`config.mk`:
```
export PLATFORM = sky130hd
export DESIGN_NAME = cooperative_task_scheduler
export DESIGN_NICKNAME = d
export VERILOG_FILES = /design/src/design/cts_pkg.sv /design/src/design/cooperative_task_scheduler.sv
export SDC_FILE = /design/constraint.sdc
export NUM_CORES = 1
export LEC_CHECK = 0
export BUFFER_PORTS_ARGS = -buffer_cell sky130_fd_sc_hd__buf_2
export CORE_ASPECT_RATIO = 2
export CORE_MARGIN = 4
export CORE_UTILIZATION = 61
export DETAILED_ROUTE_END_ITERATION = 10
export PLACE_DENSITY_LB_ADDON = 0.25
export SYNTH_ARGS = -nofsm -noshare
export SYNTH_HDL_FRONTEND = slang
export SYNTH_SLANG_ARGS = --single-unit
export TNS_END_PERCENT = 20
```
`constraint.sdc`:
```
create_clock -name clk -period 4.78 [get_ports clk]
set_input_delay 0.239 -clock clk [delete_from_list [all_inputs] [get_ports clk]]
set_output_delay 0.239 -clock clk [all_outputs]
set_load 0.01 [all_outputs]
```
`src/design/cts_pkg.sv`:
```
// Package for the cooperative task scheduler.
// Holds the channel word types, register and event codes, and the sequencer states.
// No dependencies.
package cts_pkg;

  localparam int NUM_TASKS_DEF = 8;
  localparam int TICK_BITS_DEF = 32;

  localparam int CFG_IDX_W  = 4;
  localparam int CFG_DATA_W = 8;

  // configuration register indexes
  localparam logic [CFG_IDX_W-1:0] CFG_TASKS_IN_USE    = CFG_IDX_W'(0);
  localparam logic [CFG_IDX_W-1:0] CFG_INIT_READY_MASK = CFG_IDX_W'(1);

  localparam logic [3:0] TASKS_IN_USE_RST = 4'd8;
  localparam logic [7:0] INIT_READY_RST   = 8'hFF;

  // event kinds
  localparam logic [1:0] KIND_RETURN = 2'd0;
  localparam logic [1:0] KIND_TICK   = 2'd1;
  localparam logic [1:0] KIND_SEM    = 2'd2;

  typedef struct packed {
    logic [1:0]  kind;
    logic [3:0]  return_value;
    logic        goes_waiting;
    logic        wait_on_semaphore;
    logic [31:0] wake_at;
    logic [31:0] tick_value;
    logic [7:0]  semaphore_zero_flags;
  } in_word_t;

  typedef struct packed {
    logic [2:0] selected_task;
    logic       task_valid;
    logic [7:0] ready_flags;
  } out_word_t;

  typedef enum logic [1:0] {
    ST_IDLE,
    ST_PREP,
    ST_SCAN,
    ST_FIN
  } state_t;

endpackage

```
`src/design/cooperative_task_scheduler.sv`:
```
// Cooperative task scheduler: task table, wake-time memory and a one-task-per-cycle scan.
// Depends on cts_pkg.
//
//  channel  | signals                            | direction
//  ---------+------------------------------------+-----------
//  in_      | in_valid, in_ready, in_data        | event word in
//  out_     | out_valid, out_ready, out_data     | result word out
//  cfg_     | cfg_valid, cfg_ready, cfg_index,   | register write in
//           | cfg_data                           |
//
// An event that needs no scan goes from accept through ST_FIN to the output register. A
// scan (ST_PREP, ST_SCAN, ST_FIN) visits n tasks at most, n the active task count:
// one task per cycle, set by the single wake-time memory read port and its compare.
// Reset (rst_n low, synchronous) marks the first eight tasks ready, clears all wake
// and wait state and the tick. in_ready is low while a word is in work; a result
// held by a stalled output does not block the next accept until its own result.
module cooperative_task_scheduler #(
  parameter int NUM_TASKS = cts_pkg::NUM_TASKS_DEF,
  parameter int TICK_BITS = cts_pkg::TICK_BITS_DEF
) (
  input  logic                         clk,
  input  logic                         rst_n,
  input  logic                         in_valid,
  output logic                         in_ready,
  input  cts_pkg::in_word_t            in_data,
  output logic                         out_valid,
  input  logic                         out_ready,
  output cts_pkg::out_word_t           out_data,
  input  logic                         cfg_valid,
  output logic                         cfg_ready,
  input  logic [cts_pkg::CFG_IDX_W-1:0]  cfg_index,
  input  logic [cts_pkg::CFG_DATA_W-1:0] cfg_data
);
  import cts_pkg::*;

  localparam int TIDX_W = (NUM_TASKS > 1) ? $clog2(NUM_TASKS) : 1;
  localparam int CNT_W  = $clog2(NUM_TASKS + 1);
  localparam int CMP_W  = (CNT_W > 4) ? CNT_W : 4;

  state_t                 state_r, state_nxt;
  logic                   pending_r, pending_nxt;
  logic [TIDX_W-1:0]      running_r, running_nxt;
  logic [TIDX_W-1:0]      scan_start_r, scan_start_nxt;
  logic [NUM_TASKS-1:0]   ready_r, ready_nxt;
  logic [NUM_TASKS-1:0]   semw_r, semw_nxt;
  logic [NUM_TASKS-1:0]   wake_vld_r, wake_vld_nxt;
  logic [TICK_BITS-1:0]   tick_r, tick_nxt;
  logic [3:0]             tasks_r, tasks_nxt;
  logic [TIDX_W-1:0]      idx_r, idx_nxt;
  logic [CNT_W-1:0]       left_r, left_nxt;
  logic [7:0]             sem_r, sem_nxt;
  logic                   out_valid_r, out_valid_nxt;
  out_word_t              out_data_r, out_data_nxt;

  // wake-time memory; an entry counts only while its valid bit is set
  logic [TICK_BITS-1:0]   wake_mem [NUM_TASKS];
  logic [TICK_BITS-1:0]   mem_rd_r;
  logic                   mem_we;
  logic [TIDX_W-1:0]      mem_wa;
  logic [TIDX_W-1:0]      mem_ra;

  logic [CMP_W-1:0]       n_cmp;
  logic [CMP_W-1:0]       tasks_ext;
  logic [CMP_W-1:0]       start_ext;
  logic [CMP_W-1:0]       idx_inc;
  logic [TIDX_W-1:0]      scan_first;
  logic [TIDX_W-1:0]      idx_wrap;
  logic [63:0]            wake_ext;
  logic [63:0]            tick_ext;
  logic [63:0]            sem_ext;
  logic [63:0]            ready_ext;
  logic [63:0]            run_ext;
  logic [TICK_BITS-1:0]   wake_in;
  logic [NUM_TASKS-1:0]   sem_vec;
  logic                   sem_hit;
  logic                   wake_hit;
  logic                   found;

  assign cfg_ready = 1'b1;
  assign out_valid = out_valid_r;
  assign out_data  = out_data_r;

  assign wake_ext = 64'(in_data.wake_at);
  assign tick_ext = 64'(in_data.tick_value);
  assign wake_in  = wake_ext[TICK_BITS-1:0];
  assign sem_ext  = 64'(sem_r);
  assign ready_ext = 64'(ready_r);
  assign run_ext  = 64'(running_r);

  always_comb begin
    for (int i = 0; i < NUM_TASKS; i++) begin
      sem_vec[i] = sem_ext[i];
    end
  end

  // clamp the task count to 1..NUM_TASKS
  assign tasks_ext = CMP_W'(tasks_r);
  always_comb begin
    if (tasks_ext == '0) begin
      n_cmp = CMP_W'(1);
    end else if (tasks_ext > CMP_W'(NUM_TASKS)) begin
      n_cmp = CMP_W'(NUM_TASKS);
    end else begin
      n_cmp = tasks_ext;
    end
  end

  assign start_ext  = (in_data.return_value == 4'd0) ? '0
                    : CMP_W'(in_data.return_value) - CMP_W'(1);
  assign scan_first = (CMP_W'(scan_start_r) < n_cmp) ? scan_start_r : '0;
  assign idx_inc    = CMP_W'(idx_r) + CMP_W'(1);
  assign idx_wrap   = (idx_inc < n_cmp) ? TIDX_W'(idx_inc) : '0;

  assign sem_hit  = !ready_r[idx_r] && semw_r[idx_r] && sem_vec[idx_r];
  assign wake_hit = !ready_r[idx_r] && wake_vld_r[idx_r] && (mem_rd_r <= tick_r);
  assign found    = ready_r[idx_r] || sem_hit || wake_hit;

  always_comb begin
    state_nxt      = state_r;
    pending_nxt    = pending_r;
    running_nxt    = running_r;
    scan_start_nxt = scan_start_r;
    ready_nxt      = ready_r;
    semw_nxt       = semw_r;
    wake_vld_nxt   = wake_vld_r;
    tick_nxt       = tick_r;
    tasks_nxt      = tasks_r;
    idx_nxt        = idx_r;
    left_nxt       = left_r;
    sem_nxt        = sem_r;
    out_valid_nxt  = out_valid_r && !out_ready;
    out_data_nxt   = out_data_r;
    mem_we         = 1'b0;
    mem_wa         = running_r;
    mem_ra         = idx_r;
    in_ready       = (state_r == ST_IDLE);

    // a write to the initial ready mask is ignored; reset always loads INIT_READY_RST
    if (cfg_valid && cfg_index == CFG_TASKS_IN_USE) begin
      tasks_nxt = cfg_data[3:0];
    end

    case (state_r)
      ST_IDLE: begin
        if (in_valid) begin
          sem_nxt = in_data.semaphore_zero_flags;
          case (in_data.kind)
            KIND_RETURN: begin
              if (!pending_r) begin
                if (in_data.goes_waiting) begin
                  ready_nxt[running_r]    = 1'b0;
                  semw_nxt[running_r]     = in_data.wait_on_semaphore;
                  wake_vld_nxt[running_r] = (wake_in != '0);
                  mem_we                  = 1'b1;
                end else begin
                  ready_nxt[running_r]    = 1'b1;
                  semw_nxt[running_r]     = 1'b0;
                  wake_vld_nxt[running_r] = 1'b0;
                end
                scan_start_nxt = (start_ext < n_cmp) ? TIDX_W'(start_ext) : '0;
              end
              state_nxt = ST_PREP;
            end
            KIND_TICK: begin
              tick_nxt  = tick_ext[TICK_BITS-1:0];
              state_nxt = pending_r ? ST_PREP : ST_FIN;
            end
            KIND_SEM: begin
              state_nxt = pending_r ? ST_PREP : ST_FIN;
            end
            default: begin
              state_nxt = ST_FIN;
            end
          endcase
        end
      end
      ST_PREP: begin
        // fetch the first wake time of the scan
        mem_ra    = scan_first;
        idx_nxt   = scan_first;
        left_nxt  = CNT_W'(n_cmp - CMP_W'(1));
        state_nxt = ST_SCAN;
      end
      ST_SCAN: begin
        mem_ra = idx_wrap;
        if (found) begin
          ready_nxt[idx_r] = 1'b1;
          if (wake_hit) begin
            wake_vld_nxt[idx_r] = 1'b0;
          end
          running_nxt = idx_r;
          pending_nxt = 1'b0;
          state_nxt   = ST_FIN;
        end else if (left_r == '0) begin
          pending_nxt = 1'b1;
          state_nxt   = ST_FIN;
        end else begin
          idx_nxt  = idx_wrap;
          left_nxt = left_r - CNT_W'(1);
        end
      end
      ST_FIN: begin
        // hold until the output register is free
        if (!out_valid_r || out_ready) begin
          out_valid_nxt              = 1'b1;
          out_data_nxt.selected_task = pending_r ? 3'd0 : run_ext[2:0];
          out_data_nxt.task_valid    = !pending_r;
          out_data_nxt.ready_flags   = ready_ext[7:0];
          state_nxt                  = ST_IDLE;
        end
      end
      default: begin
        state_nxt = ST_IDLE;
      end
    endcase
  end

  always_ff @(posedge clk) begin
    if (mem_we) begin
      wake_mem[mem_wa] <= wake_in;
    end
    mem_rd_r <= wake_mem[mem_ra];
  end

  always_ff @(posedge clk) begin
    if (!rst_n) begin
      state_r      <= ST_IDLE;
      pending_r    <= 1'b0;
      running_r    <= '0;
      scan_start_r <= '0;
      ready_r      <= NUM_TASKS'(64'(INIT_READY_RST));
      semw_r       <= '0;
      wake_vld_r   <= '0;
      tick_r       <= '0;
      tasks_r      <= TASKS_IN_USE_RST;
      out_valid_r  <= 1'b0;
    end else begin
      state_r      <= state_nxt;
      pending_r    <= pending_nxt;
      running_r    <= running_nxt;
      scan_start_r <= scan_start_nxt;
      ready_r      <= ready_nxt;
      semw_r       <= semw_nxt;
      wake_vld_r   <= wake_vld_nxt;
      tick_r       <= tick_nxt;
      tasks_r      <= tasks_nxt;
      out_valid_r  <= out_valid_nxt;
    end
  end

  always_ff @(posedge clk) begin
    idx_r      <= idx_nxt;
    left_r     <= left_nxt;
    sem_r      <= sem_nxt;
    out_data_r <= out_data_nxt;
  end

endmodule

```
==> flow_metrics.env <==
export IMPL_portBuffers=106
export IMPL_crit_path_top_delay_cell="edfxtp_1"
export IMPL_drc_errors=0
export IMPL_path_buf_inv=1
export IMPL_min_to="tick_r[2]$_SDFFE_PN0P_"
export IMPL_gr_usage_met1_pct=28.1
export IMPL_synth_area_leader_cell="edfxtp_1"
export IMPL_grt_ovfl_total=0
export IMPL_synth_cells=1258
export IMPL_antennaDiodeCount=0
export IMPL_worst_slack_ns=1.02
export IMPL_r2r_end="mem_rd_r[27]$_DFF_P_"
export IMPL_crit_family="compound AO/OA/AOI/OAI gates"
export IMPL_yosysSeqAreaShare_pct=64.8
export IMPL_maxSlewHeadroom_pct=24.2
export IMPL_start_util_pct=61.9
export IMPL_num_vias=10731
export IMPL_core_um2=26300
export IMPL_r2r_slack_ns=1.02
export IMPL_period_needed_ns=3.76
export IMPL_die_h_um=239
export IMPL_skew_ns=0.0191
export IMPL_antenna_found_initial=0
export IMPL_startpoint_type="register"
export IMPL_drt_wl_total_um=37400
export IMPL_ir_drop_mv=0.489
export IMPL_vias_per_cell=5.96
export IMPL_grt_pass1_wl_um=57200
export IMPL_grtUsageMet3_pct=3.20
export IMPL_end_kind="register"
export IMPL_reg2regPathDepth=11
export IMPL_dp_slack_ns=1.15
export IMPL_io_pin_count=112
export IMPL_dieArea_um2=29500
export IMPL_slowest_delay_ns=0.83
export IMPL_min_path_cells=3
export IMPL_synthTopCellsByCount="edfxtp_1 (283), mux2i_1 (148), nand2_1 (137)"
export IMPL_gp_congestion=0.909
export IMPL_synth_main_ff_cell="edfxtp_1"
export IMPL_ys_warn_count=0
export IMPL_grt_max_degree=42
export IMPL_grt_pass1_vias=10800
export IMPL_drt_iter0_drc=853
export IMPL_worstPathMaxFanout=36
export IMPL_synth_nets=1403
export IMPL_cts_tree="yes"
export IMPL_hold_viol_final=0
export IMPL_fin_nets=1574
export IMPL_reg2reg_from="idx_r[2]$_DFFE_PP_"
export IMPL_cts_buffers=34
export IMPL_async_flop_share_pct=0
export IMPL_outcome="completed"
export IMPL_hold_buffers=73
export IMPL_layout_drive_gt1_share_pct=13.6
export IMPL_yosysUniqueCellTypes=63
export IMPL_dr_pass1_iters=7
export IMPL_worst_endpoint_arrival_ns=4.18
export IMPL_cts_buffer_depth=3
export IMPL_leakage_uw=0.00715
export IMPL_setup_tns_final_ns=0
export IMPL_crit_type="reg -> reg"
export IMPL_htree_levels=2
export IMPL_grt_util_all_layers_pct=25.6
export IMPL_yosysTopAreaCellShare_pct=52.2
export IMPL_rows=84
export IMPL_clk_latency_ns=0.53
export IMPL_dp_hpwl_um=23500
export IMPL_drv_cap=0
export IMPL_die_w_um=123
export IMPL_cts_resized=0
export IMPL_ys_ff_latch=385
export IMPL_netlist_area_um2=16300
export IMPL_area_growth_pct=16.9
export IMPL_crit_cells=11
export IMPL_required_ns=5.20
export IMPL_path_cells="and3_1 -> ha_1 -> nand2b_1 -> nor3_1 -> a21o_1 -> nand3_1 -> o211a_4 -> buf_4 -> mux2i_1 -> o22ai_1 -> or2_1"
export IMPL_clockRootBuffer="clkbuf_16"
export IMPL_ant_nets=0
export IMPL_final_setup_viol_count=0
export IMPL_hp_class="in -> reg"
export IMPL_p_per_area_nw_per_um2=576
export IMPL_clock_sinks=385
export IMPL_cts_setup_buffers=0
export IMPL_rsz0062_at_grt="false"
export IMPL_synth_edf_count=283
export IMPL_wl_per_cell_um=20.8
export IMPL_clk_pin_slew_worst_paths_ns=0.07
export IMPL_fmax_ghz=0.266
export IMPL_busiest_layer="met2"
export IMPL_fin_crit_sh_pct=78.7
export IMPL_tightest_slew_ns=1.13
export IMPL_hold_start="in_data[10]"
export IMPL_ys_top_cells_by_area="edfxtp_1 (52%), dfxtp_1 (13%), mux2i_1 (9.1%)"
export IMPL_avgSynthCellArea_um2=12.9
export IMPL_synth_most_common_cell="edfxtp_1"
export IMPL_use_met2_pct=46.1
export IMPL_drv_slew=0
state kept, by name, indices dropped and copies added, names as in the netlist, 4 cells and up, named ones only:
register    flops
wake_mem      256
mem_rd_r       32
tick_r         32
out_data       12
sem_r           8
semw_r          8
wake_vld_r      8
left_r          4
tasks_ext       4
routing by layer:
| layer | part of all wire (%) | vias up |
|---|---|---|
| met5 | 0 | - |
| met4 | 5.6 | 0 |
| li1 | - | 5024 |
| met3 | 4.3 | 127 |
| met2 | 54 | 370 |
| met1 | 36 | 5210 |
placed cells by master, fill, tap and decap left out, types with 6 or more instances in the layout:
master and n:
a21oi_1 86, a41oi_1 6, buf_2 106, buf_4 20, clkbuf_1 8, clkbuf_16 35
dfxtp_1 102, dlygate4sd3_1 73, edfxtp_1 283, ha_1 48, inv_1 54, mux2i_1 148
nand2_1 137, nand3_1 11, nand4_1 12, nor2_1 32, nor2_4 8, nor2b_1 10
nor3_1 11, nor4_1 10, o211ai_1 6, o21a_1 8, o21ai_0 40, o22ai_1 68
o311ai_0 6, or2_1 34
power breakdown:
part | switching [uW] | internal [uW]
sequential | 194 | 3940
combinational | 2370 | 1660
clock | 1200 | 1600
total | 3760 | 7200
worst register-to-register path: stages, from the launching register on:
cell and delay [ns]:
edfxtp_1 0.83, and3_1 0.38, ha_1 0.17, nand2b_1 0.13, nor3_1 0.06, a21o_1 0.22, nand3_1 0.11, o211a_4 0.62
buf_4 0.45, mux2i_1 0.30, o22ai_1 0.14, or2_1 0.25
through the flow:
step | util, % | hold slack (ns) | cell area, um2 | instances | total power (uW)
floorplan | - | 0.338 | 16300 | 1258 | 7130
global placement | 65.2 | 0.416 | 17100 | 1664 | 8010
detailed placement | 65.2 | 0.418 | 17100 | 1664 | 8140
CTS | 72.4 | 0.00147 | 19000 | 1799 | 11000
global route | 72.4 | 0.0215 | 19000 | 1799 | 11500
finish | 72.4 | 0.0239 | 19000 | 1799 | 11000
worst max path at each step:
stage	endpoint	slack, ns	startpoint
after floorplan	wake_mem[3][0]$_DFFE_PP_	1.50	state_r[0]$_SDFFE_PN0P_
after global placement	mem_rd_r[27]$_DFF_P_	1.22	idx_r[2]$_DFFE_PP_
after detailed placement	mem_rd_r[27]$_DFF_P_	1.15	idx_r[2]$_DFFE_PP_
after CTS	mem_rd_r[27]$_DFF_P_	1.09	idx_r[2]$_DFFE_PP_
after global routing	mem_rd_r[27]$_DFF_P_	0.85	idx_r[2]$_DFFE_PP_
final	mem_rd_r[27]$_DFF_P_	1.02	idx_r[2]$_DFFE_PP_
cells by family after synthesis:
| family | Yosys count | share of synthesized area (%) |
|---|---|---|
| other | 1 | 0.0231 |
| AOI/OAI and AO/OA | 257 | 9.78 |
| and+or+nand+nor | 286 | 8.21 |
| adders and majority gates | 48 | 3.69 |
| xor gates and xnor gates | 3 | 0.162 |
| muxes | 156 | 9.87 |
| buffers and inverters | 122 | 3.48 |
| DFF | 385 | 64.8 |
area by class of cell:
type / count / area (um2)
repair buffers: 201 / 1450
well taps: 344 / 430
clock inverters: 18 / 236
multi-input cells: 751 / 5230
flip-flops and latches: 385 / 10500
clock buffers: 44 / 920
inverters: 56 / 210
fillers: 1790 / 7260
(Power assumes the default switching activity.)
